==> src/sv/cpf_div.sv <==
// Pipelined restoring divider, one quotient bit per stage.
`timescale 1ns / 1ps
module cpf_div #(
	parameter int RW = 17,
	parameter int NB = 24
) (
	input  logic          clk,
	input  logic          en,
	input  logic [RW-1:0] rem_init,
	input  logic [NB-1:0] num,
	input  logic [RW-1:0] den,
	output logic [NB-1:0] quot,
	output logic [RW-1:0] rem
);
	logic [RW-1:0] rem_s [NB];
	logic [NB-1:0] quo_s [NB];
	logic [NB-1:0] num_s [NB];
	logic [RW-1:0] den_s [NB];

	logic [RW-1:0] r_in [NB];
	logic [NB-1:0] q_in [NB];
	logic [NB-1:0] n_in [NB];
	logic [RW-1:0] d_in [NB];

	assign r_in[0] = rem_init;
	assign q_in[0] = '0;
	assign n_in[0] = num;
	assign d_in[0] = den;

	for (genvar k = 1; k < NB; k++) begin : g_link
		assign r_in[k] = rem_s[k-1];
		assign q_in[k] = quo_s[k-1];
		assign n_in[k] = num_s[k-1];
		assign d_in[k] = den_s[k-1];
	end

	for (genvar k = 0; k < NB; k++) begin : g_step
		logic [RW:0] trial;
		logic        ge;
		// shift in the next dividend bit, subtract when it fits
		assign trial = {r_in[k], n_in[k][NB-1]};
		assign ge    = trial >= {1'b0, d_in[k]};
		always_ff @(posedge clk) begin
			if (en) begin
				rem_s[k] <= ge ? RW'(trial - {1'b0, d_in[k]}) : trial[RW-1:0];
				quo_s[k] <= {q_in[k][NB-2:0], ge};
				num_s[k] <= n_in[k] << 1;
				den_s[k] <= d_in[k];
			end
		end
	end

	assign quot = quo_s[NB-1];
	assign rem  = rem_s[NB-1];
endmodule

==> config.mk <==
export PLATFORM = sky130hd
export DESIGN_NAME = cpf_div
export DESIGN_NICKNAME = d
export VERILOG_FILES = /design/src/sv/cpf_div.sv
export SDC_FILE = /design/constraint.sdc
export NUM_CORES = 2
export LEC_CHECK = 0
export ABC_AREA = 1
export BUFFER_PORTS_ARGS = -buffer_cell sky130_fd_sc_hd__buf_2
export CAP_MARGIN = 20
export CORE_MARGIN = 5
export CORE_UTILIZATION = 44
export DETAILED_ROUTE_END_ITERATION = 8
export PLACE_DENSITY = 0.62
export SLEW_MARGIN = 20
export SYNTH_ARGS = -nofsm -noshare
export SYNTH_HDL_FRONTEND = slang
export SYNTH_SLANG_ARGS = --single-unit
==> constraint.sdc <==
create_clock -name clk -period 2.21 [get_ports clk]
set_input_delay 0.1105 -clock clk [delete_from_list [all_inputs] [get_ports clk]]
set_output_delay 0.1105 -clock clk [all_outputs]
set_load 0.02 [all_outputs]
==> tab_implementation.tex <==
\begin{tabular}{lr}
\hline
Metric & Value \\
\hline
\multicolumn{2}{l}{\textbf{Outcome}} \\
Status & finished with violations \\
Violated checks & setup timing \\
\multicolumn{2}{l}{\textbf{GRT}} \\
Leftover overflow at the end of global routing & 0 \\
Maximum number of pins on one net before global-route repair & 100 \\
Global-route wire length before repair & 294 mm \\
Vias in the first global route & 54,800 \\
Antenna violations before repair & 0 \\
Combined global-route utilization of all metal layers & 20.3\% \\
\multicolumn{2}{l}{\textbf{Worst setup path}} \\
Setup CP Type & reg2reg \\
Setup crit end kind & register \\
Kind of cell adding the most delay to the critical path & simple AND/OR/NAND/NOR gates \\
Crit path arrival time & 2800 ps \\
Highest net fanout along the worst path & 9 \\
Worst path cell trace & ha\_4 -> nand2\_2 -> buf\_4 -> nor2\_4 -> inv\_2 -> nor4\_4 -> nand2\_8 -> buf\_12 -> nand3\_1 -> nand2\_1 \\
Kind of start point of the critical path & register \\
Buffers \& Inverters on Critical Path & 3 \\
Worst stage delay on the critical path & 430 ps \\
Slowest cell on the critical path & sky130\_fd\_sc\_hd\_\_edfxtp\_1 \\
Worst EP required & 2730 ps \\
\multicolumn{2}{l}{\textbf{Final layout}} \\
Layout area overhead & 24.3\% \\
Antenna diode count & 0 \\
Fillers & 15,100 \\
Ratio of cells with drive above 1 in the final layout & 19.6\% \\
Sequential cell area & 41,300 µm² \\
Net count, final & 9,886 \\
Area of the multi-input gates & 31,500 µm² \\
Final Core Density & 55.0\% \\
Non-Filler Cell Area, Final & 94,400 µm² \\
Number of standard cells in the layout, taps in and fillers out & 11,800 \\
\multicolumn{2}{l}{\textbf{Detailed routing}} \\
Violation count after the first detailed-route iteration & 3,943 \\
Total number of vias & 57,100 \\
DR DRC count & 0 \\
Post-detailed-route count of antenna-violating nets & 0 \\
Mean routed wirelength per cell & 16.2 µm \\
Pre-Repair DR Iteration Count & 8 \\
Wire length reported by the detailed router & 191 mm \\
Vias per cell & 4.83 \\
\multicolumn{2}{l}{\textbf{Placed design}} \\
Post-Place Cell Area & 82,600 µm² \\
Placed wire-length estimate & 138 mm \\
Number of cells after detailed placement & 11,200 \\
Number of I/O port buffers & 100 \\
Final estimated routing congestion in global placement & 0.924 \\
\multicolumn{2}{l}{\textbf{STA}} \\
Highest clock frequency the design can meet & 439 MHz \\
Final worst path period share & 103\% \\
Final count of pins violating max slew & 0 \\
Worst Setup Slack, final & -69.2 ps \\
Unrepaired setup endpoints after global routing & yes \\
Final Skew & 26.2 ps \\
Crit path time final & 2280 ps \\
Final count of negative-setup-slack endpoints & 34 \\
Slew headroom & 59.3\% \\
Tightest Pin Transition & 610 ps \\
Final hold violation count & 0 \\
\multicolumn{2}{l}{\textbf{Logic synthesis}} \\
Per-instance average area after synthesis & 9.04 µm² \\
Asr flop ratio synth & 0\% \\
Proportion of synthesized area in mux cells & 0\% \\
Cells after synthesis & 8,400 \\
Area contributors post-synth & sky130\_fd\_sc\_hd\_\_edfxtp\_1, sky130\_fd\_sc\_hd\_\_nand2\_1, sky130\_fd\_sc\_hd\_\_inv\_1 \\
Simple-Gate Fraction of Synth Area & 25.7\% \\
Share of the synthesized netlist area taken by xor and xnor gates & 1.93\% \\
Syn Std Cell Area & 75,900 µm² \\
Count leader, synth & sky130\_fd\_sc\_hd\_\_nand2\_1 \\
Cell type with the largest total area after synthesis & sky130\_fd\_sc\_hd\_\_edfxtp\_1 \\
Proportion of synthesized chip area in sequential cells & 54.4\% \\
Most used standard cells in the synthesized netlist & sky130\_fd\_sc\_hd\_\_nand2\_1, sky130\_fd\_sc\_hd\_\_inv\_1, sky130\_fd\_sc\_hd\_\_edfxtp\_1 \\
Number of unique standard cell types used by synthesis & 41 \\
Count of yosys warnings during synthesis & 0 \\
Net count after synthesis & 8,892 \\
Number of synthesized flops with an enable pin & 1,375 \\
Compound-cell area share of the yosys netlist & 1.72\% \\
Register bit count reported by yosys & 1,375 \\
Share of synthesized cell area in full adder, half adder and majority cells & 7.35\% \\
Portion of synthesized cell area occupied by the leading cell type & 54.4\% \\
Main combinational cell family by area after synthesis & simple AND/OR/NAND/NOR gates \\
Main flop type after synthesis & sky130\_fd\_sc\_hd\_\_edfxtp\_1 \\
\multicolumn{2}{l}{\textbf{Floorplanning}} \\
Height of the die & 425 µm \\
Initial Util & 44.2\% \\
Die outline width & 425 µm \\
Floorplan die area & 181,000 µm² \\
Core region area & 172,000 µm² \\
Placement Rows & 152 \\
I/O pin total & 101 \\
\multicolumn{2}{l}{\textbf{Pwr}} \\
Switching part of the total power & 40.3\% \\
Sequential cell fraction of total power & 31.8\% \\
Switching power & 51.5 mW \\
Peak VDD IR & 0.000869 V \\
Clock network fraction of design power & 20.0\% \\
Leakage power & 45.4 nW \\
Total Power Consumption & 128 mW \\
Power share of the combinational group & 48.3\% \\
PwrDens & 1350 nW/µm² \\
Internal power summed over all cells & 76.3 mW \\
\multicolumn{2}{l}{\textbf{Clock tree}} \\
\# clock sinks & 1,375 \\
Number of H-tree branching levels & 4 \\
Buffer type at the clock tree root & sky130\_fd\_sc\_hd\_\_clkbuf\_16 \\
CTS clk-pin slew, worst paths & 70 ps \\
Clock latency of the later-clocked register in the worst-skew pair & 780 ps \\
TritonCTS clock tree & done \\
TritonCTS buffer count & 156 \\
Maximum buffer depth of the clock tree & 3 \\
\multicolumn{2}{l}{\textbf{Worst hold path}} \\
Worst min-delay path category & in2reg \\
\multicolumn{2}{l}{\textbf{Flow run}} \\
Max Cap Viol & 0 \\
\hline
\end{tabular}
==> worst paths after layout <==
check                               start                      end  slack (ps)  cells past startpoint
setup / recovery   rem_s[2][97]$_DFFE_PP_  rem_s[2][117]$_DFFE_PP_         -70                     10
hold / removal                    num[17]   num_s[0][17]$_DFFE_PP_          60                      2
setup reg to reg   rem_s[2][97]$_DFFE_PP_  rem_s[2][117]$_DFFE_PP_         -70                     10
hold reg to reg   num_s[0][112]$_DFFE_PP_  num_s[0][136]$_DFFE_PP_         400                      0
==> cells by family (layout without fill, tap and decap cells) <==
logic type | after synthesis | count (layout)
buffers and inverters | 1703 | 2776
and+or+nand+nor | 4475 | 4514
adders and majority gates | 432 | 432
DFF | 1375 | 1375
AOI/OAI and AO/OA | 248 | 248
xor gates and xnor gates | 167 | 167
==> sequential cells by signal, indices dropped and copies added (netlist names) <==
| name | flops |
|---|---|
| quo_s | 300 |
| rem_s | 408 |
| num_s | 276 |
| den_s | 391 |
==> stage by stage <==
| step | hold slack, ps | worst slack [ps] | TNS, ps |
|---|---|---|---|
| after floorplan | 209 | 86.2 | 0 |
| after global placement | 288 | -266 | -13890 |
| after detailed placement | 289 | -288 | -20630 |
| after CTS | 2.98 | -89.9 | -1700 |
| after global routing | 35.4 | -127 | -16970 |
| final | 65.0 | -69.2 | -573 |
==> layout make-up <==
type	count	share of cell area (%)
Sequential cell	1375	43.7
Multi-Input combinational cell	5361	33.4
Timing Repair Buffer	881	8.07
Inverter	1619	6.44
Clock buffer	189	4.36
Tap cell	2310	3.06
Clock inverter	87	0.949
==> cells in the final DEF, fill, tap and decap left out, drive strengths merged, types with 32 or more instances in the layout <==
| cell | n |
|---|---|
| inv | 1624 |
| or2 | 32 |
| nand3 | 691 |
| buf | 796 |
| clkinv | 57 |
| nand2 | 3288 |
| dlygate4sd3 | 76 |
| ha | 408 |
| nand4 | 41 |
| a21oi | 226 |
| edfxtp | 1375 |
| clkbuf | 198 |
| nor3 | 32 |
| xor2 | 143 |
| nor2 | 338 |
==> what timing repair did <==
action,CTS,global route
endpoints found under the hold margin,234,0
gates cloned,23,29
setup endpoints to repair,308,395
resized for setup,168,544
setup buffers,70,143
hold buffers,76,0
pin swaps,64,165
==> power by group through the flow <==
stage	clock network, mW	registers (mW)	logic (mW)
2_1_floorplan	0	38.9	37.1
3_3_place_gp	0	40.7	51.6
3_5_place_dp	0	40.7	52.1
4_1_cts	26.3	40.3	55.1
5_1_grt	27.5	41.0	68.9
6_report	25.5	40.6	61.7
==> routing by layer <==
metal | vias up | GRT usage [%] | part of all wire (%)
met2 | 1294 | 34.0 | 47
met5 | - | 0 | 0
li1 | 28800 | - | -
met3 | 338 | 2.89 | 4.7
met1 | 26700 | 27.4 | 45
met4 | 0 | 6.16 | 3.0
(Power assumes the default switching activity.)
