--- src/sv/cpf_delay.sv ---
// Enabled delay line that keeps item words aligned with the datapath.
`timescale 1ns / 1ps
module cpf_delay #(
	parameter int W = 8,
	parameter int N = 4
) (
	input  logic         clk,
	input  logic         arst_n,
	input  logic         en,
	input  logic [W-1:0] d,
	output logic [W-1:0] q
);
	logic [W-1:0] line_s [N];

	always_ff @(posedge clk or negedge arst_n) begin
		if (!arst_n) begin
			for (int i = 0; i < N; i++) line_s[i] <= '0;
		end else if (en) begin
			line_s[0] <= d;
			for (int i = 1; i < N; i++) line_s[i] <= line_s[i-1];
		end
	end

	assign q = line_s[N-1];
endmodule

--- config.mk ---
export PLATFORM = sky130hd
export DESIGN_NAME = cpf_delay
export DESIGN_NICKNAME = d
export VERILOG_FILES = /design/src/sv/cpf_delay.sv
export SDC_FILE = /design/constraint.sdc
export NUM_CORES = 1
export LEC_CHECK = 0
export ABC_AREA = 1
export BUFFER_PORTS_ARGS = -buffer_cell sky130_fd_sc_hd__buf_2
export CORE_MARGIN = 2
export CORE_UTILIZATION = 40
export CTS_CLUSTER_SIZE = 30
export DETAILED_ROUTE_END_ITERATION = 10
export GPL_ROUTABILITY_DRIVEN = 0
export GPL_TIMING_DRIVEN = 0
export PLACE_DENSITY = 0.57
export SYNTH_ARGS = -nofsm -noshare
export SYNTH_HDL_FRONTEND = slang
export SYNTH_SLANG_ARGS = --single-unit
--- constraint.sdc ---
create_clock -name clk -period 0.8 [get_ports clk]
set_input_delay 0.2 -clock clk [delete_from_list [all_inputs] [get_ports clk]]
set_output_delay 0.2 -clock clk [all_outputs]
set_load 0.03 [all_outputs]
==> results of run 1 <==
-- metrics by stage --
stage / TNS, ns / utilization, % / hold WS, ns
CTS: -2.333 / 49.45 / -0.08678
floorplan: 0 / - / -0.09559
global route: -2.774 / 50.25 / -0.06223
global placement: -0.4045 / 45.60 / 0.2772
finish: -2.296 / 50.25 / -0.09744
detailed placement: -0.4692 / 45.60 / 0.2879
-- worst max-delay path by stage --
stage | from | end | slack (ns) | depth (start not counted)
6_report | q[3] | q[3] | -0.28 | 1
5_1_grt | q[3] | q[3] | -0.33 | 1
3_5_place_dp | q[6] | q[6] | -0.07 | 2
4_1_cts | q[0] | q[0] | -0.30 | 1
2_1_floorplan | q[2] | q[2] | 0.07 | 1
3_3_place_gp | q[2] | q[2] | -0.06 | 2
-- per-layer routing --
layer  track usage [%]  vias up  wire [um]
met3             5.435        7        110
met4             6.667        0         48
met5                 0        -          0
li1                  -      475          -
met1             15.61      408        999
met2             22.01       19        985
-- registers in the layout (all words and copies together) (netlist names) --
name and flops:
q 8, line_s 24
-- cells in the mapped netlist --
| library cell | number | area (sq um) |
|---|---|---|
| sky130_fd_sc_hd__inv_8 | 1 | 11.26 |
| sky130_fd_sc_hd__buf_12 | 1 | 20.02 |
| sky130_fd_sc_hd__nand2_2 | 11 | 68.82 |
| sky130_fd_sc_hd__buf_4 | 8 | 60.06 |
| sky130_fd_sc_hd__nand2_1 | 85 | 319.1 |
| sky130_fd_sc_hd__buf_6 | 3 | 33.78 |
| sky130_fd_sc_hd__dfrtp_1 | 32 | 800.8 |
| sky130_fd_sc_hd__clkbuf_8 | 3 | 41.29 |
-- logic make-up after synthesis --
family                 after synthesis
and+or+nand+nor                     96
DFF                                 32
buffers and inverters               16
-- cell usage in the layout (no fill, tap or decap) --
master,n
sky130_fd_sc_hd__bufinv_16,1
sky130_fd_sc_hd__nand2_2,11
sky130_fd_sc_hd__nand2_1,85
sky130_fd_sc_hd__clkinv_2,1
sky130_fd_sc_hd__buf_2,9
sky130_fd_sc_hd__clkbuf_1,1
sky130_fd_sc_hd__clkbuf_4,5
sky130_fd_sc_hd__inv_8,1
sky130_fd_sc_hd__dfrtp_1,32
sky130_fd_sc_hd__clkbuf_8,3
sky130_fd_sc_hd__buf_6,12
sky130_fd_sc_hd__buf_4,10
sky130_fd_sc_hd__buf_12,1
-- where the power goes --
part	total (mW)	internal, mW	switching [mW]	leakage, nW
logic	0.693	0.344	0.349	0.475
registers	1.91	1.80	0.109	0.403
clock network	1.19	0.655	0.533	0.0422
-- timing repair --
item	in CTS	in global routing
endpoints found under the hold margin	32	32
setup buffers	8	3
resized for setup	16	1
setup endpoints to repair	8	8
-- area by class of cell --
type                    instances  area [sq um]  area share [%]
flip-flops and latches         32         800.8           48.52
multi-input cells              96         387.9           23.50
repair buffers                 28         221.5           13.42
plain buffers                   7         95.09           5.762
well taps                      46         57.56           3.487
clock buffers                   6         41.29           2.502
clock inverters                 2         35.03           2.123
inverters                       1         11.26          0.6823
==> flow_summary.ini, run 1 <==
[setup_path]
cp_cell_sequence = buf_6
critPathLaunchType = register
r2r_cells = 4
critPathCaptureType = primary output
crit_path_max_incr_delay_ns = 0.40
data_arrival_time_of_the_worst_path_ns = 0.88
r2r_slack_ns = -0.05
worst_path_max_delay_cell = sky130_fd_sc_hd__dfrtp_1
crit-reg2reg-launch = q[6]
cp.buffers_inverters = 1
timing.setup.critical_path_class = register to primary output
path_delay_family = flip-flops
crit_fanout = 2
rr_endpoint = q[6]
critical_path_required_ns = 0.60

[power]
design_power_total_mw = 3.792
p_per_area_nw_per_um2 = 2298
power_leakage_nw = 0.9202
power.ir.vdd_worst_mv = 0.9442

[place]
pre_cts_slack_ns = -0.07169
placed_area_sq_um = 1498
hpwl_mm = 1.427
port-buffer-count = 17
placed_cells = 207

[clocking]
cts-root-buf = sky130_fd_sc_hd__clkbuf_4
cts_max_level = 2
worst_skew_pair.late_latency_ns = 0.33
tritoncts = done
clock-sinks = 32
numCtsBuffers = 5
cts_buffer_depth = 2
clkTransAtPathRegs_ns = 0.10

[final_layout]
postLayoutCellArea_sq_um = 1650
antenna_cells = 0
layout-drive-gt1-share_pct = 31.40
syn_to_final_growth_pct = 21.79
instances_no_fill = 218
fillCellCount = 349
design.final.nets = 182

[floorplanning]
design.portCount = 19
starting_utilization_of_the_core_area_pct = 41.26
die_w_um = 62.21
core_area_sq_um = 3284
die_area_sq_um = 3869
rows = 21
die_h_um = 62.21

[route]
route.detailed.drc = 0
ant_nets = 0
vias = 909
routedWlPerCell_um = 9.835
drt-vias-per-instance = 4.170
detail_route.first_pass.iterations = 4
drtIter0Drc = 13
postRouteWirelength_mm = 2.144

[timing]
setup_viol = 11
fin_hold_ws_ns = -0.09744
final_min_period_over_clock_period_pct = 135.0
finalWorstSetupSlack_ns = -0.2799
clock-skew-final_ns = 0.003581
maxSlewHeadroom_pct = 53.99
finalWorstPathRequiredPeriod_ns = 1.080
report.final.slew_viol_count = 0
clock.fmax_mhz = 926.0
timing.final.hold_violations = 32
rsz0062_at_grt = true
timing_worst_slew_pin_value_ns = 0.6902

[synthesis]
syn_inst = 144
post_synth_num_cell_types = 8
synth_compound_area_share_pct = 0
muxShareOfSynthArea_pct = 0
main_combinational_cell_family_by_area_after_synthesis = simple AND/OR/NAND/NOR gates
syn_area_per_cell_sq_um = 9.410
ys_seq_area_share_pct = 59.10
yosysWarningCount = 0
syn-cell-area_sq_um = 1355
adder_cell_share_of_the_synthesized_area_pct = 0
yosys.area_share.xor_xnor_pct = 0
synth_simple_gate_area_share_pct = 28.62
synth-seq-cells = 32
synthesized_net_count = 155

[grt]
grt_first_pass_wirelength_mm = 4.029
antenna_found_initial = 0
number_of_global_route_vias_before_repair = 928
pin_count_of_the_biggest_net_entering_global_routing = 33
gr-usage-all-layers_pct = 13.56
gr_overflow_total = 0

[job]
max_cap_viol_count = 0

[outcome]
status = finished, violations left
failed_checks = negative hold slack, negative setup slack

[hold_path]
hold_path.class = primary input to asynchronous set/reset pin
Note: power is estimated with default switching activity, not from simulation.
==> run 2: changes to the inputs <==
--- a/config.mk
+++ b/config.mk
@@ -7,13 +7,13 @@
 export LEC_CHECK = 0
 export ABC_AREA = 1
 export BUFFER_PORTS_ARGS = -buffer_cell sky130_fd_sc_hd__buf_2
-export CORE_MARGIN = 2
-export CORE_UTILIZATION = 40
+export CORE_MARGIN = 3
+export CORE_UTILIZATION = 35
 export CTS_CLUSTER_SIZE = 30
 export DETAILED_ROUTE_END_ITERATION = 10
 export GPL_ROUTABILITY_DRIVEN = 0
 export GPL_TIMING_DRIVEN = 0
-export PLACE_DENSITY = 0.57
+export PLACE_DENSITY = 0.51
 export SYNTH_ARGS = -nofsm -noshare
 export SYNTH_HDL_FRONTEND = slang
 export SYNTH_SLANG_ARGS = --single-unit
==> flow_summary.ini, run 2 (same netlist as run 1, synthesis figures left out) <==
[outcome]
status = finished, violations left
failed_checks = negative hold slack, negative setup slack

[final_layout]
flip_flop_count_of_the_largest_register_after_layout = 24
layout.cells.most_common = sky130_fd_sc_hd__nand2_1
antenna_cells = 0
mostFrequentLayoutCells = sky130_fd_sc_hd__nand2_1, sky130_fd_sc_hd__dfrtp_1, sky130_fd_sc_hd__buf_6, sky130_fd_sc_hd__nand2_2, sky130_fd_sc_hd__clkbuf_8
design.final.nets = 178
finalCoreUtilization_pct = 47.44
instances_no_fill = 214
layout-drive-gt1-share_pct = 30.36
top_reg_by_flops = line_s
postLayoutCellArea_sq_um = 1670
syn_to_final_growth_pct = 23.27

[power]
internal_power_mw = 3.216
seqPwrFrac_pct = 45.2
power.ir.vdd_worst_mv = 1.015
p_per_area_nw_per_um2 = 2535
switching_power_mw = 1.019
switching_share_pct = 24.05
power_leakage_nw = 0.9219
power.combinational.fraction_pct = 15.5
clkPwrFrac_pct = 39.3

[grt]
number_of_global_route_vias_before_repair = 891
gr_overflow_total = 0
grt_first_pass_wirelength_mm = 4.091
antenna_found_initial = 0
pin_count_of_the_biggest_net_entering_global_routing = 33
gr-usage-all-layers_pct = 12.37

[timing]
setup_viol = 9
fin_hold_ws_ns = -0.03412
timing.final.hold_violations = 32
clock-skew-final_ns = 0.002916
finalWorstPathRequiredPeriod_ns = 1.011
clock.fmax_mhz = 989.0
timing_worst_slew_pin_value_ns = 0.7002
finalWorstSetupSlack_ns = -0.2111
report.final.slew_viol_count = 0
setup-tns-final_ns = -1.678
rsz0062_at_grt = true
maxSlewHeadroom_pct = 53.32
final_min_period_over_clock_period_pct = 126.4

[place]
placed_area_sq_um = 1498
hpwl_mm = 1.493
placed_cells = 207
pre_cts_slack_ns = -0.07005
port-buffer-count = 17

[route]
ant_nets = 0
vias = 869
detail_route.first_pass.iterations = 4
drt-vias-per-instance = 4.061
route.detailed.drc = 0
drtIter0Drc = 37
routedWlPerCell_um = 10.48
postRouteWirelength_mm = 2.242

[clocking]
numCtsBuffers = 5
clock-sinks = 32
tritoncts = done
cts-root-buf = sky130_fd_sc_hd__clkbuf_8
cts_max_level = 2
clkTransAtPathRegs_ns = 0.07
cts_buffer_depth = 2
worst_skew_pair.late_latency_ns = 0.28

[setup_path]
critPathLaunchType = register
cp_cell_sequence = buf_6
worst_path_max_delay_cell = sky130_fd_sc_hd__dfrtp_1
launch_point_of_the_worst_path = q[0]
crit_path_max_incr_delay_ns = 0.39
timing.setup.critical_path_class = register to primary output
path_delay_family = flip-flops
data_arrival_time_of_the_worst_path_ns = 0.81
cp.buffers_inverters = 1
r2r_slack_ns = -0.02
critPathCaptureType = primary output
crit_fanout = 2
crit-reg2reg-launch = q[6]
critical_path_required_ns = 0.60

[floorplanning]
rows = 21
die_h_um = 68.22
die_area_sq_um = 4654
core_area_sq_um = 3521
die_w_um = 68.22
starting_utilization_of_the_core_area_pct = 38.49
design.portCount = 19

[hold_path]
hold_path.class = primary input to asynchronous set/reset pin

[job]
max_cap_viol_count = 0
## run 2: cell type report
| type | instances | area [sq um] |
|---|---|---|
| fillers | 361 | 1851 |
| flip-flops and latches | 32 | 800.8 |
| well taps | 46 | 57.56 |
| inverters | 1 | 11.26 |
| multi-input cells | 96 | 387.9 |
| plain buffers | 7 | 95.09 |
| clock inverters | 1 | 30.03 |
| repair buffers | 24 | 191.4 |
| clock buffers | 7 | 96.34 |
## run 2: stage by stage
stage               hold WS, ns  power, mW
floorplan              -0.09559      2.369
global placement         0.2863      2.520
detailed placement       0.2988      2.540
CTS                   -0.006209      4.277
global route            0.02782      4.464
finish                 -0.03412      4.235
## run 2: routing by layer
metal	GRT usage [%]	part of all wire, %	up-vias
met4	7.444	1.6	0
li1	-	-	466
met5	0	0	-
met1	15.69	50	379
met3	3.941	5.2	4
met2	18.29	44	20
## run 2: path summary, 6_finish.rpt
check,to,cells past startpoint
max,q[0],1
min,line_s[15],1
max reg2reg,q[6],4
min reg2reg,line_s[24],2
max in group asynchronous,q[1],1
min in group clk,line_s[29],3
## run 2: power by group through the flow
stage	combinational, mW	clock [mW]	sequential [mW]
2_1_floorplan	0.450	0	1.92
3_3_place_gp	0.586	0	1.93
3_5_place_dp	0.600	0	1.94
4_1_cts	0.648	1.71	1.92
5_1_grt	0.743	1.79	1.94
6_report	0.656	1.67	1.91
## run 2: repair_timing
| action | in CTS | in global routing |
|---|---|---|
| gates resized for setup | 16 | 1 |
| setup endpoints to repair | 8 | 8 |
| endpoints found under the hold margin | 30 | 0 |
| cloned | 0 | 0 |
| buffers inserted | 5 | 2 |
==> run 3: changes to the inputs <==
--- a/config.mk
+++ b/config.mk
@@ -8,12 +8,11 @@
 export ABC_AREA = 1
 export BUFFER_PORTS_ARGS = -buffer_cell sky130_fd_sc_hd__buf_2
 export CORE_MARGIN = 3
-export CORE_UTILIZATION = 35
+export CORE_UTILIZATION = 55
 export CTS_CLUSTER_SIZE = 30
 export DETAILED_ROUTE_END_ITERATION = 10
-export GPL_ROUTABILITY_DRIVEN = 0
 export GPL_TIMING_DRIVEN = 0
-export PLACE_DENSITY = 0.51
+export PLACE_DENSITY = 0.75
 export SYNTH_ARGS = -nofsm -noshare
 export SYNTH_HDL_FRONTEND = slang
 export SYNTH_SLANG_ARGS = --single-unit
==> flow_summary.ini, run 3 (same netlist as run 1, synthesis figures left out) <==
[outcome]
status = finished, violations left
failed_checks = negative hold slack, negative setup slack

[route]
detail_route.first_pass.iterations = 4
drtIter0Drc = 20
postRouteWirelength_mm = 2.128
vias = 890
routedWlPerCell_um = 10.80
route.detailed.drc = 0
ant_nets = 0
drt-vias-per-instance = 4.518

[final_layout]
mostFrequentLayoutCells = sky130_fd_sc_hd__nand2_1, sky130_fd_sc_hd__dfrtp_1, sky130_fd_sc_hd__buf_6, sky130_fd_sc_hd__nand2_2, sky130_fd_sc_hd__buf_2
antenna_cells = 0
flip_flop_count_of_the_largest_register_after_layout = 24
layout.cells.most_common = sky130_fd_sc_hd__nand2_1
instances_no_fill = 197
design.final.nets = 179
layout-drive-gt1-share_pct = 29.59
syn_to_final_growth_pct = 16.90
postLayoutCellArea_sq_um = 1584
top_reg_by_flops = line_s

[timing]
maxSlewHeadroom_pct = 53.98
finalWorstSetupSlack_ns = -0.2681
report.final.slew_viol_count = 0
final_min_period_over_clock_period_pct = 133.5
setup_viol = 8
clock.fmax_mhz = 936.3
fin_hold_ws_ns = -0.09417
rsz0062_at_grt = true
clock-skew-final_ns = 0.004003
timing.final.hold_violations = 32
finalWorstPathRequiredPeriod_ns = 1.068
timing_worst_slew_pin_value_ns = 0.6903

[power]
p_per_area_nw_per_um2 = 2220
power_leakage_nw = 0.8942
power.ir.vdd_worst_mv = 1.395

[clocking]
worst_skew_pair.late_latency_ns = 0.33
tritoncts = done
numCtsBuffers = 5
cts_buffer_depth = 2
cts_max_level = 2
cts-root-buf = sky130_fd_sc_hd__clkbuf_4
clkTransAtPathRegs_ns = 0.09
clock-sinks = 32

[floorplanning]
starting_utilization_of_the_core_area_pct = 59.54
core_area_sq_um = 2276
design.portCount = 19
die_h_um = 55.64
rows = 17
die_area_sq_um = 3095
die_w_um = 55.64

[setup_path]
cp_cell_sequence = buf_6
crit_fanout = 2
critPathCaptureType = primary output
path_delay_family = flip-flops
rr_endpoint = q[7]
critPathLaunchType = register
r2r_slack_ns = 0.06
crit-reg2reg-launch = q[7]
cp.buffers_inverters = 1
crit_path_max_incr_delay_ns = 0.40
timing.setup.critical_path_class = register to primary output
critical_path_required_ns = 0.60
worst_path_max_delay_cell = sky130_fd_sc_hd__dfrtp_1
r2r_cells = 3
data_arrival_time_of_the_worst_path_ns = 0.87

[grt]
antenna_found_initial = 0
number_of_global_route_vias_before_repair = 861
gr-usage-all-layers_pct = 16.30
grt_first_pass_wirelength_mm = 3.760
gr_overflow_total = 0
pin_count_of_the_biggest_net_entering_global_routing = 33

[place]
gpl.final_weighted_congestion = 0.6806
port-buffer-count = 17
placed_cells = 189
placed_area_sq_um = 1475
hpwl_mm = 1.455

[job]
max_cap_viol_count = 0

[hold_path]
hold_path.class = primary input to asynchronous set/reset pin
run 3: changes by cell type in the layout (fill, tap and decap cells not counted), sizes merged:
cell	previous run	this run
buf	28	29
bufinv	1	0
clkbuf	10	11
run 3: metrics by stage:
| step | setup slack, ns | power (mW) | setup TNS [ns] | hold slack [ns] | utilization [%] |
|---|---|---|---|---|---|
| global placement | -0.05820 | 2.507 | -0.4063 | 0.2671 | 64.82 |
| global route | -0.3175 | 3.713 | -2.467 | -0.04795 | 69.60 |
| finish | -0.2681 | 3.516 | -2.096 | -0.09417 | 69.60 |
| detailed placement | -0.07232 | 2.540 | -0.4796 | 0.2806 | 64.82 |
| CTS | -0.2851 | 3.554 | -2.227 | -0.07567 | 69.60 |
| floorplan | 0.07343 | 2.369 | 0 | -0.09559 | - |
run 3: worst max path at each step:
| stage | start | to | slack (ns) | cells after the start |
|---|---|---|---|---|
| CTS | q[5] | q[5] | -0.29 | 1 |
| global route | q[4] | q[4] | -0.32 | 1 |
| finish | q[5] | q[5] | -0.27 | 1 |
| detailed placement | q[4] | q[4] | -0.07 | 2 |
| floorplan | q[2] | q[2] | 0.07 | 1 |
| global placement | q[2] | q[2] | -0.06 | 2 |
run 3: layer usage:
metal  global-route usage, %  wire length [um]  share of wire (%)
met3                   7.193               159                7.5
met2                   26.35               963                 45
met5                       0                 0                  0
met4                   6.250                49                2.3
met1                   19.07               955                 45
run 3: what timing repair did:
action                                  CTS  global route
endpoints found under the hold margin    32            32
resized for setup                        16             0
endpoints found under the setup margin    8             8
buffers inserted                          8             0
pin swaps                                 0             0
run 3: layout make-up:
| cell class | instances | area [sq um] |
|---|---|---|
| Sequential cell | 32 | 800.8 |
| Fill cell | 200 | 691.9 |
| Multi-Input combinational cell | 96 | 387.9 |
| Timing Repair Buffer | 25 | 195.2 |
| Buffer | 7 | 95.09 |
| Clock buffer | 8 | 58.81 |
| Tap cell | 28 | 35.03 |
| Inverter | 1 | 11.26 |
run 3: power by group:
part           switching, mW  internal [mW]
clock network          0.506          0.433
logic                  0.348          0.316
registers              0.111           1.80
total                  0.964           2.55
